$ cat config.mk
export PLATFORM = sky130hd
export DESIGN_NAME = congestion_window_from_sequence
export DESIGN_NICKNAME = d
export VERILOG_FILES = /design/src/sv/cwfs_pkg.sv /design/src/sv/cwfs_front.sv /design/src/sv/cwfs_sqrt_stage.sv /design/src/sv/cwfs_back.sv /design/src/sv/congestion_window_from_sequence.sv
export SDC_FILE = /design/constraint.sdc
export NUM_CORES = 2
export LEC_CHECK = 0
export BUFFER_PORTS_ARGS = -buffer_cell sky130_fd_sc_hd__buf_2
export CAP_MARGIN = 5
export CORE_ASPECT_RATIO = 1.25
export CORE_MARGIN = 2
export CORE_UTILIZATION = 30
export DETAILED_ROUTE_END_ITERATION = 8
export PLACE_DENSITY_LB_ADDON = 0.1
export SYNTH_ARGS = -nofsm -noshare
export SYNTH_HDL_FRONTEND = slang
export SYNTH_SLANG_ARGS = --single-unit
$ cat constraint.sdc
create_clock -name i_clk -period 23.4 [get_ports i_clk]
set_input_delay 4.68 -clock i_clk [delete_from_list [all_inputs] [get_ports i_clk]]
set_output_delay 4.68 -clock i_clk [all_outputs]
set_load 0.005 [all_outputs]
$ cat src/sv/cwfs_pkg.sv
// cwfs_pkg: shared types and constants for the congestion window lookup
// used by every module of congestion_window_from_sequence; no dependencies
`default_nettype none

package cwfs_pkg;

    localparam int SEQ_WIDTH_DEF = 32;

    localparam int WIN_W = 16;
    localparam int LIMIT_W = 16;
    localparam int X_W = 34;
    localparam int SQ_DIGITS_PER_STAGE = 4;
    localparam int SQ_STAGES = 5;
    localparam int SQ_DIGITS = SQ_DIGITS_PER_STAGE * SQ_STAGES;
    localparam int X_PAD_W = 2 * SQ_DIGITS;
    localparam int RT_W = SQ_DIGITS;
    localparam int RM_W = RT_W + 2;
    localparam int N_W = RT_W + 1;

    localparam logic [WIN_W-1:0] WIN_MAX = '1;
    localparam logic [WIN_W-1:0] WIN_MIN = WIN_W'(1);

    typedef enum logic [1:0] {
        REG_SLOW   = 2'd0,
        REG_FLAT   = 2'd1,
        REG_LINEAR = 2'd2
    } t_region;

    typedef struct packed {
        logic [WIN_W-1:0] win;
        t_region          region;
        logic             oor;
    } t_side;

endpackage

`default_nettype wire

$ cat src/sv/cwfs_front.sv
// cwfs_front: region decision, slow-start and flat windows, radicand build
// two register stages; depends on cwfs_pkg
`default_nettype none

module cwfs_front
    import cwfs_pkg::*;
#(
    parameter int SEQ_W = SEQ_WIDTH_DEF
) (
    input  wire logic               i_clk,
    input  wire logic               i_rst_n,
    input  wire logic               i_valid,
    input  wire logic [31:0]        i_base_seq,
    input  wire logic [15:0]        i_start_window,
    input  wire logic [15:0]        i_slow_start_limit,
    input  wire logic [31:0]        i_query_seq,
    output logic                    o_valid,
    output t_side                   o_side,
    output logic [X_PAD_W-1:0]      o_x
);

    logic [SEQ_W-1:0]          bs;
    logic [SEQ_W-1:0]          ks;
    logic [SEQ_W-1:0]          a;
    logic [SEQ_W-1:0]          b;
    logic [SEQ_W-1:0]          ka;
    logic [SEQ_W-1:0]          kb;
    logic [SEQ_W-1:0]          kbase;
    logic signed [SEQ_W+1:0]   ss;
    t_side                     n1_side;

    logic                      r1_valid;
    t_side                     r1_side;
    logic [31:0]               r1_ttm;
    logic [SEQ_W-1:0]          r1_d;
    logic                      r2_valid;
    t_side                     r2_side;
    logic [X_W-1:0]            r2_x;

    always_comb begin
        bs    = i_base_seq[SEQ_W-1:0];
        ks    = i_query_seq[SEQ_W-1:0];
        a     = bs - SEQ_W'(i_start_window) + SEQ_W'(i_slow_start_limit);
        b     = a + SEQ_W'(i_slow_start_limit);
        ka    = ks - a;
        kb    = ks - b;
        kbase = ks - bs;
        ss    = $signed({2'b00, SEQ_W'(i_start_window)})
              + $signed({{2{kbase[SEQ_W-1]}}, kbase});
        n1_side = '{win: '0, region: REG_LINEAR, oor: 1'b0};
        if (ka[SEQ_W-1]) begin
            n1_side.region = REG_SLOW;
            if (ss < $signed((SEQ_W+2)'(1))) begin
                n1_side.win = WIN_MIN;
                n1_side.oor = 1'b1;
            end else if (ss > $signed((SEQ_W+2)'(WIN_MAX))) begin
                n1_side.win = WIN_MAX;
                n1_side.oor = 1'b1;
            end else begin
                n1_side.win = ss[WIN_W-1:0];
            end
        end else if (kb[SEQ_W-1] || kb == '0) begin
            n1_side.region = REG_FLAT;
            if (i_slow_start_limit == '0) begin
                n1_side.win = WIN_MIN;
                n1_side.oor = 1'b1;
            end else begin
                n1_side.win = i_slow_start_limit;
            end
        end
    end

    always_ff @(posedge i_clk) begin
        if (!i_rst_n) begin
            r1_valid <= 1'b0;
            r2_valid <= 1'b0;
        end else begin
            r1_valid <= i_valid;
            r2_valid <= r1_valid;
        end
    end

    // t*(t-1) and the distance from the boundary, then the radicand t(t-1) + 2d
    always_ff @(posedge i_clk) begin
        r1_side <= n1_side;
        r1_ttm  <= 32'(i_slow_start_limit) * 32'(i_slow_start_limit)
                 - 32'(i_slow_start_limit);
        r1_d    <= ka;
        r2_side <= r1_side;
        r2_x    <= X_W'(r1_ttm) + X_W'({r1_d, 1'b0});
    end

    assign o_valid = r2_valid;
    assign o_side  = r2_side;
    assign o_x     = X_PAD_W'(r2_x);

endmodule

`default_nettype wire

$ cat src/sv/cwfs_sqrt_stage.sv
// cwfs_sqrt_stage: one registered slice of the digit-by-digit square root
// depends on cwfs_pkg
`default_nettype none

module cwfs_sqrt_stage
    import cwfs_pkg::*;
#(
    parameter int DIGITS = SQ_DIGITS_PER_STAGE
) (
    input  wire logic               i_clk,
    input  wire logic               i_rst_n,
    input  wire logic               i_valid,
    input  wire t_side              i_side,
    input  wire logic [X_PAD_W-1:0] i_x,
    input  wire logic [RM_W-1:0]    i_rem,
    input  wire logic [RT_W-1:0]    i_root,
    output logic                    o_valid,
    output t_side                   o_side,
    output logic [X_PAD_W-1:0]      o_x,
    output logic [RM_W-1:0]         o_rem,
    output logic [RT_W-1:0]         o_root
);

    logic [X_PAD_W-1:0] xs;
    logic [RM_W-1:0]    rm;
    logic [RM_W-1:0]    rm_sh;
    logic [RM_W-1:0]    trial;
    logic [RT_W-1:0]    rt;

    logic               r_valid;
    t_side              r_side;
    logic [X_PAD_W-1:0] r_x;
    logic [RM_W-1:0]    r_rem;
    logic [RT_W-1:0]    r_root;

    always_comb begin
        xs    = i_x;
        rm    = i_rem;
        rt    = i_root;
        rm_sh = '0;
        trial = '0;
        for (int j = 0; j < DIGITS; j++) begin
            rm_sh = {rm[RM_W-3:0], xs[X_PAD_W-1 -: 2]};
            xs    = xs << 2;
            trial = {rt, 2'b01};
            if (rm_sh >= trial) begin
                rm = rm_sh - trial;
                rt = {rt[RT_W-2:0], 1'b1};
            end else begin
                rm = rm_sh;
                rt = {rt[RT_W-2:0], 1'b0};
            end
        end
    end

    always_ff @(posedge i_clk) begin
        if (!i_rst_n) begin
            r_valid <= 1'b0;
        end else begin
            r_valid <= i_valid;
        end
    end

    always_ff @(posedge i_clk) begin
        r_side <= i_side;
        r_x    <= xs;
        r_rem  <= rm;
        r_root <= rt;
    end

    assign o_valid = r_valid;
    assign o_side  = r_side;
    assign o_x     = r_x;
    assign o_rem   = r_rem;
    assign o_root  = r_root;

endmodule

`default_nettype wire

$ cat src/sv/cwfs_back.sv
// cwfs_back: turns root and remainder into the linear window, saturates,
// and drives the result register; depends on cwfs_pkg
`default_nettype none

module cwfs_back
    import cwfs_pkg::*;
(
    input  wire logic            i_clk,
    input  wire logic            i_rst_n,
    input  wire logic            i_valid,
    input  wire t_side           i_side,
    input  wire logic [RM_W-1:0] i_rem,
    input  wire logic [RT_W-1:0] i_root,
    output logic                 o_valid,
    output logic [WIN_W-1:0]     o_window,
    output logic [1:0]           o_region,
    output logic                 o_out_of_range
);

    logic [N_W-1:0]   n;
    t_side            n_side;
    logic             r_valid;
    t_side            r_side;

    // smallest n with n(n-1) >= x is s+1 when rem <= s, else s+2
    always_comb begin
        if (i_rem <= RM_W'(i_root)) begin
            n = N_W'(i_root) + N_W'(1);
        end else begin
            n = N_W'(i_root) + N_W'(2);
        end
        n_side = i_side;
        if (i_side.region == REG_LINEAR) begin
            if (n > N_W'(WIN_MAX)) begin
                n_side.win = WIN_MAX;
                n_side.oor = 1'b1;
            end else begin
                n_side.win = n[WIN_W-1:0];
                n_side.oor = 1'b0;
            end
        end
    end

    always_ff @(posedge i_clk) begin
        if (!i_rst_n) begin
            r_valid <= 1'b0;
        end else begin
            r_valid <= i_valid;
        end
    end

    always_ff @(posedge i_clk) begin
        r_side <= n_side;
    end

    assign o_valid        = r_valid;
    assign o_window       = r_side.win;
    assign o_region       = r_side.region;
    assign o_out_of_range = r_side.oor;

endmodule

`default_nettype wire

$ cat src/sv/congestion_window_from_sequence.sv
// Congestion window lookup over a wrapping sequence space. Fully pipelined:
// a query is taken on every cycle (busy stays low) and its result appears
// with a one-cycle o_valid strobe, in order. Each query passes through the two
// front stages, the 20-digit square root split over 5 stages of 4 digits and
// the one output stage. The receiver cannot stall; each result is on the
// ports for exactly one cycle.
// depends on cwfs_pkg, cwfs_front, cwfs_sqrt_stage, cwfs_back
`default_nettype none

module congestion_window_from_sequence
    import cwfs_pkg::*;
#(
    parameter int SEQ_WIDTH = SEQ_WIDTH_DEF
) (
    input  wire logic        i_clk,
    input  wire logic        i_rst_n,
    input  wire logic        start,
    output logic             busy,
    input  wire logic [31:0] i_base_seq,
    input  wire logic [15:0] i_start_window,
    input  wire logic [15:0] i_slow_start_limit,
    input  wire logic [31:0] i_query_seq,
    output logic             o_valid,
    output logic [15:0]      o_window,
    output logic [1:0]       o_region,
    output logic             o_out_of_range
);

    logic               sq_valid [0:SQ_STAGES];
    t_side              sq_side  [0:SQ_STAGES];
    logic [X_PAD_W-1:0] sq_x     [0:SQ_STAGES];
    logic [RM_W-1:0]    sq_rem   [0:SQ_STAGES];
    logic [RT_W-1:0]    sq_root  [0:SQ_STAGES];
    logic               accept;

    assign busy   = 1'b0;
    assign accept = start & ~busy;

    cwfs_front #(
        .SEQ_W (SEQ_WIDTH)
    ) u_front (
        .i_clk              (i_clk),
        .i_rst_n            (i_rst_n),
        .i_valid            (accept),
        .i_base_seq         (i_base_seq),
        .i_start_window     (i_start_window),
        .i_slow_start_limit (i_slow_start_limit),
        .i_query_seq        (i_query_seq),
        .o_valid            (sq_valid[0]),
        .o_side             (sq_side[0]),
        .o_x                (sq_x[0])
    );

    assign sq_rem[0]  = '0;
    assign sq_root[0] = '0;

    for (genvar g = 0; g < SQ_STAGES; g++) begin : g_sqrt
        cwfs_sqrt_stage #(
            .DIGITS (SQ_DIGITS_PER_STAGE)
        ) u_stage (
            .i_clk   (i_clk),
            .i_rst_n (i_rst_n),
            .i_valid (sq_valid[g]),
            .i_side  (sq_side[g]),
            .i_x     (sq_x[g]),
            .i_rem   (sq_rem[g]),
            .i_root  (sq_root[g]),
            .o_valid (sq_valid[g+1]),
            .o_side  (sq_side[g+1]),
            .o_x     (sq_x[g+1]),
            .o_rem   (sq_rem[g+1]),
            .o_root  (sq_root[g+1])
        );
    end

    cwfs_back u_back (
        .i_clk          (i_clk),
        .i_rst_n        (i_rst_n),
        .i_valid        (sq_valid[SQ_STAGES]),
        .i_side         (sq_side[SQ_STAGES]),
        .i_rem          (sq_rem[SQ_STAGES]),
        .i_root         (sq_root[SQ_STAGES]),
        .o_valid        (o_valid),
        .o_window       (o_window),
        .o_region       (o_region),
        .o_out_of_range (o_out_of_range)
    );

endmodule

`default_nettype wire

==> After elaboration in Yosys (flattened, before gate mapping) <==
Index checks and enable logic that the tools add are counted.
{ "word_totals": {"register_bits": 468, "inputBits": 99, "output_inout_bits": 21, "word_cells": 151} }
{ "classes": {"n_addsub": 28, "mul": 1, "n_lt_le_gt_ge": 21, "eq_ne": 1, "n_mux": 47, "n_reduce_logical": 3} }
{ "op_table": {"columns": ["op", "n"], "rows": [
  ["two-way mux 20 bit", 15],
  ["subtractor 32 bit", 3],
  ["two-way mux 16 bit", 5],
  ["adder 32 x 16 -> 32 bit", 2],
  ["subtractor 32 x 16 -> 32 bit", 2],
  ["two-way mux 19 bit", 2],
  ["adder 32 x 33 -> 34 bit", 1],
  ["> comparator 34 x 17 -> 1 bit, second input constant", 1],
  ["< comparator 34 x 2 -> 1 bit, second input constant", 1],
  ["adder 17 x 32 -> 33 bit", 1],
  ["zero test 32 bit", 1],
  ["multiplier 16 x 16 -> 32 bit", 1],
  [">= comparator 22 x 10 -> 1 bit", 1],
  [">= comparator 22 x 11 -> 1 bit", 1],
  [">= comparator 22 x 12 -> 1 bit", 1],
  [">= comparator 22 x 13 -> 1 bit", 1],
  [">= comparator 22 x 14 -> 1 bit", 1],
  [">= comparator 22 x 15 -> 1 bit", 1],
  [">= comparator 22 x 16 -> 1 bit", 1],
  [">= comparator 22 x 17 -> 1 bit", 1],
  [">= comparator 22 x 18 -> 1 bit", 1],
  [">= comparator 22 x 3 -> 1 bit", 1],
  [">= comparator 22 x 4 -> 1 bit", 1],
  [">= comparator 22 x 5 -> 1 bit", 1],
  ["other kinds (33)", 54]
]} }

==> Logic depth before layout (Yosys ltp) <==
{ "logic_depth": {"depth_word": 8, "depth_mapped": 58, "ltp_nobuf": 50} }

==> Modules after synthesis <==
Synthesis repeated with hierarchy kept, for this count alone.
{ "hier_totals": {"cells_unflattened": 7269, "hier_area_um2": 60827.1} }
{ "by_module_without_submodules": {"columns": ["mod", "instances", "cells_each", "area_per_inst_um2", "seq_area_each_um2"], "rows": [
  ["cwfs_sqrt_stage at g_sqrt[2].u_stage ...", 3, 907, 7567.3, 1881.8],
  ["cwfs_front", 1, 2598, 21854.7, 2722.6],
  ["cwfs_sqrt_stage at g_sqrt[0].u_stage ...", 2, 879, 7329.5, 1881.8],
  ["cwfs_back", 1, 190, 1600.3, 400.4],
  ["congestion_window_from_sequence", 1, 2, 11.3, 0.0]
]} }

==> Least setup slack after synthesis <==
OpenSTA, ideal clock, no wires.
{ "synth_path": {"kind": "input port to flip-flop", "from": "input i_base_seq[1]", "to": "register u_front.r1_side[0] (netlist name)", "setup_time_ps": 59, "arrival_time_ps": 12233, "required_ps": 23341, "slack_ps": 11107, "path_stages": 41, "path_buffers": 2, "path_cell_list": "inv_1 > fa_1 > inv_1 > fa_1 > a21o_1 > a21oi_1 > o21bai_1 > a21oi_1 > o21bai_1 > a21oi_1 > o21ai_0 > a2111oi_0 > o311ai_0 > a21oi_1 > o21a_1 > o211ai_1 > and3_1 > o21a_1 > [5 not listed] > ha_1 > o21ai_0 > nand3b_1 > o21ai_0 > nor4_1 > nand3_1 > nor4_1 > nand3_1 > nor3_1 > nand4_1 > nor4_1 > nand4_1 > a211o_1 > o31ai_1 > and2_1 > clkbuf_1 > clkbuf_1 > a22o_1"} }
{ "synth_rtl": {"columns": ["item", "line", "text"], "rows": [
  ["start, declared", "congestion_window_from_sequence.sv:19", "input wire logic [31:0] i_base_seq,"],
  ["end signal, assigned", "cwfs_front.sv:85", "r1_side <= n1_side;"],
  ["end, declared", "cwfs_front.sv:33", "t_side r1_side;"]
]} }

==> impl_metrics.tcl <==
set metrics [dict create \
    status "completed" \
    coreArea_um2 139000 \
    required_ns 23.98 \
    start_kind "input pin" \
    cts_resized 0 \
    rr_startpoint "g_sqrt[3].u_stage.o_root[0]" \
    post-dp-hpwl_mm 110 \
    rr_worst_depth 50 \
    die_x_um 339 \
    maxSlewViolCount 0 \
    fin_nets 5938 \
    synth_area_per_cell_um2 8.39 \
    cp_slowest_cell "and2_1" \
    dr.pass1.iters 7 \
    die-height_um 423 \
    fin_crit_sh_pct 59.4 \
    hold_path_end "g_sqrt[0].u_stage.o_x[20]" \
    cts_root_buffer "clkbuf_16" \
    path_depth 40 \
    yosys.area.top_type "dfxtp_1" \
    area_growth_pct 10.6 \
    crit_arrival_ns 14.48 \
    hold_buffers 0 \
    row_count 153 \
    clock_sinks 461 \
    holdPathStages 0 \
    path_delay_family "compound AO/OA/AOI/OAI gates" \
    hp-class "reg2reg" \
    grt_pass1_vias 35368 \
    ys_warn_count 0 \
    clk_pin_slew_ns 0.06 \
    synthTopCellsByArea "dfxtp_1 22%, ha_1 15%, fa_1 10%, xnor2_1 5.9%, inv_1 5.6%" \
    portBuffers 118 \
    final-setup-viol-count 0 \
    syn_area_um2 42100 \
    ys_types 121 \
    routabilityCongestion 0.857 \
    met3_length_mm 3.56 \
    drt.antenna.violating_nets 0 \
    slew_headroom_pct 26.5 \
    critical_path_class "in2reg" \
    rsz0062_at_grt "no" \
    syn_inst 5013 \
    ys_dominant_reg_cell "dfxtp_1" \
    async_reset_ff_share_pct 0 \
    clk-insertion-delay-late_ns 0.65 \
    met2_length_mm 67.4 \
    synth_edf_count 0 \
    worstPathMaxFanout 17 \
    max_freq_mhz 71.9 \
    worst-r2r-setup-slack_ns 10.64 \
    hold_viol_final 0 \
    dr.max_layer_used "met5" \
    numCtsBuffers 51 \
    antenna_found_initial 16 \
    r2r_end "g_sqrt[4].u_stage.o_rem[16]" \
    wl_per_cell_um 18.5 \
    end_kind "register" \
    seq_area_frac_synth_pct 21.9 \
    worstMarginPinSlew_ns 1.09 \
    routed_wl_mm 129 \
    fp.dieArea_um2 143000 \
    hold_start "u_front.r2_x[12]" \
    drt_iter0_drc 1447 \
    tns_ns 0 \
    fin_crit_ns 13.90 \
    grt-ovfl-total 0 \
    yosysTopAreaCellShare_pct 21.9 \
    synth_common_cells "623 x inv_1, 513 x ha_1, 461 x dfxtp_1, 385 x nor2_1, 370 x nand2_1" \
    cts_setup_buffers 0 \
    grt.total_usage_pct 17.9 \
    synth_seq_cells 461 \
    vias_per_cell 4.90 \
    drive_gt1_share_pct 7.07 \
    initial_core_util_pct 30.2 \
    finClkSkew_ns 0.0512 \
    grt_start_max_net_pins 31 \
    cts_buffer_depth 3 \
    cts_max_level 2 \
    crit_buf_inv 4 \
    ios 120 \
    yosysMostFrequentCell "inv_1" \
    vias 34378 \
    cpPeakStageDelay_ns 0.70 \
    drc 0 \
    grt_pass1_wl_mm 201 \
    cap_violations 0 \
    cts_tree "yes" \
    met1Wirelength_mm 53.3 \
]
## layout make-up
cell class / count / area, µm²
Antenna cell: 4 / 10.0
Clock buffer: 61 / 1380
Clock inverter: 30 / 434
Fill cell: 14833 / 92700
Inverter: 641 / 2410
Multi-Input combinational cell: 3821 / 30000
Sequential cell: 461 / 9230
Tap cell: 1860 / 2330
Timing Repair Buffer: 131 / 688
## cell families after synthesis
| group | Yosys count | synth area share, % |
|---|---|---|
| muxes | 56 | 1.43 |
| and+or+nand+nor | 1487 | 18.0 |
| adders and majority gates | 732 | 25.7 |
| other | 2 | 0.0179 |
| xor gates and xnor gates | 403 | 8.39 |
| buffers and inverters | 734 | 6.72 |
| DFF | 461 | 21.9 |
| AOI/OAI and AO/OA | 1138 | 17.8 |
## stage by stage
stage / setup WS [ns] / cells / area [µm²] / hold WS [ns] / util [%]
6_report: 9.50 / 7009 / 46500 / 0.284 / 33.4
5_1_grt: 8.58 / 7006 / 46500 / 0.295 / 33.4
4_1_cts: 9.38 / 7005 / 46500 / 0.283 / 33.4
3_5_place_dp: 8.77 / 6914 / 44700 / 0.312 / 32.1
3_3_place_gp: 8.81 / 6914 / 44700 / 0.310 / 32.1
2_1_floorplan: 11.11 / 5016 / 42100 / 0.310 / -
## per-layer routing
metal / global-route usage (%) / up-vias
met3: 1.91 / 201
met5: 0 / -
met1: 20.1 / 16193
li1: - / 17487
met2: 34.0 / 489
met4: 6.96 / 8
## worst reg2reg max path: cells and delay by family, from the launching register on
kind	cells	cell delay [ns]
compound gates	26	5.38
fa+ha+maj	4	1.37
buf+inv	7	1.94
flops	1	0.49
mux	3	1.02
simple gates	10	2.50
## state kept, by name, summed over array words and instances (netlist names), 2 cells and up
| signal | flops |
|---|---|
| g_sqrt.u_stage.o_side | 95 |
| g_sqrt.u_stage.o_valid | 5 |
| u_front.r1_d | 32 |
| u_front.r2_x | 33 |
| u_front.o_side | 19 |
| u_back.o_region | 2 |
| g_sqrt.u_stage.o_root | 44 |
| g_sqrt.u_stage.o_rem | 85 |
| u_front.r1_ttm | 31 |
| u_back.o_window | 16 |
| u_front.r1_side | 19 |
| g_sqrt.u_stage.o_x | 76 |
## layout by cell type, fill, tap and decap left out, drive strengths merged, types with 30 or more instances in the layout
master	count
mux2	32
nand2b	65
nor4	37
nor3	122
xor2	119
dfxtp	461
o21ai	209
nand2	370
a21oi	348
o21a	83
nor2b	54
a31oi	46
or3	45
a211oi	42
clkbuf	61
fa	219
a21o	110
nand3	121
nand4	58
inv	639
o31ai	30
o21bai	32
buf	131
and3	48
xnor2	284
nor2	386
and2	43
ha	513
## how the worst max path moves through the flow
| stage | from | to |
|---|---|---|
| finish | i_slow_start_limit[1] | u_front.r1_side[18] |
| global route | i_slow_start_limit[1] | u_front.r1_side[18] |
| CTS | i_slow_start_limit[1] | u_front.r1_side[17] |
| detailed placement | i_slow_start_limit[1] | u_front.r1_side[17] |
| global placement | i_slow_start_limit[1] | u_front.r1_side[17] |
| floorplan | i_base_seq[1] | u_front.r1_side[0] |
Power is left out: the tool's default activity adds up to more than one toggle a clock period on the data nets, which glitch-free logic cannot reach.
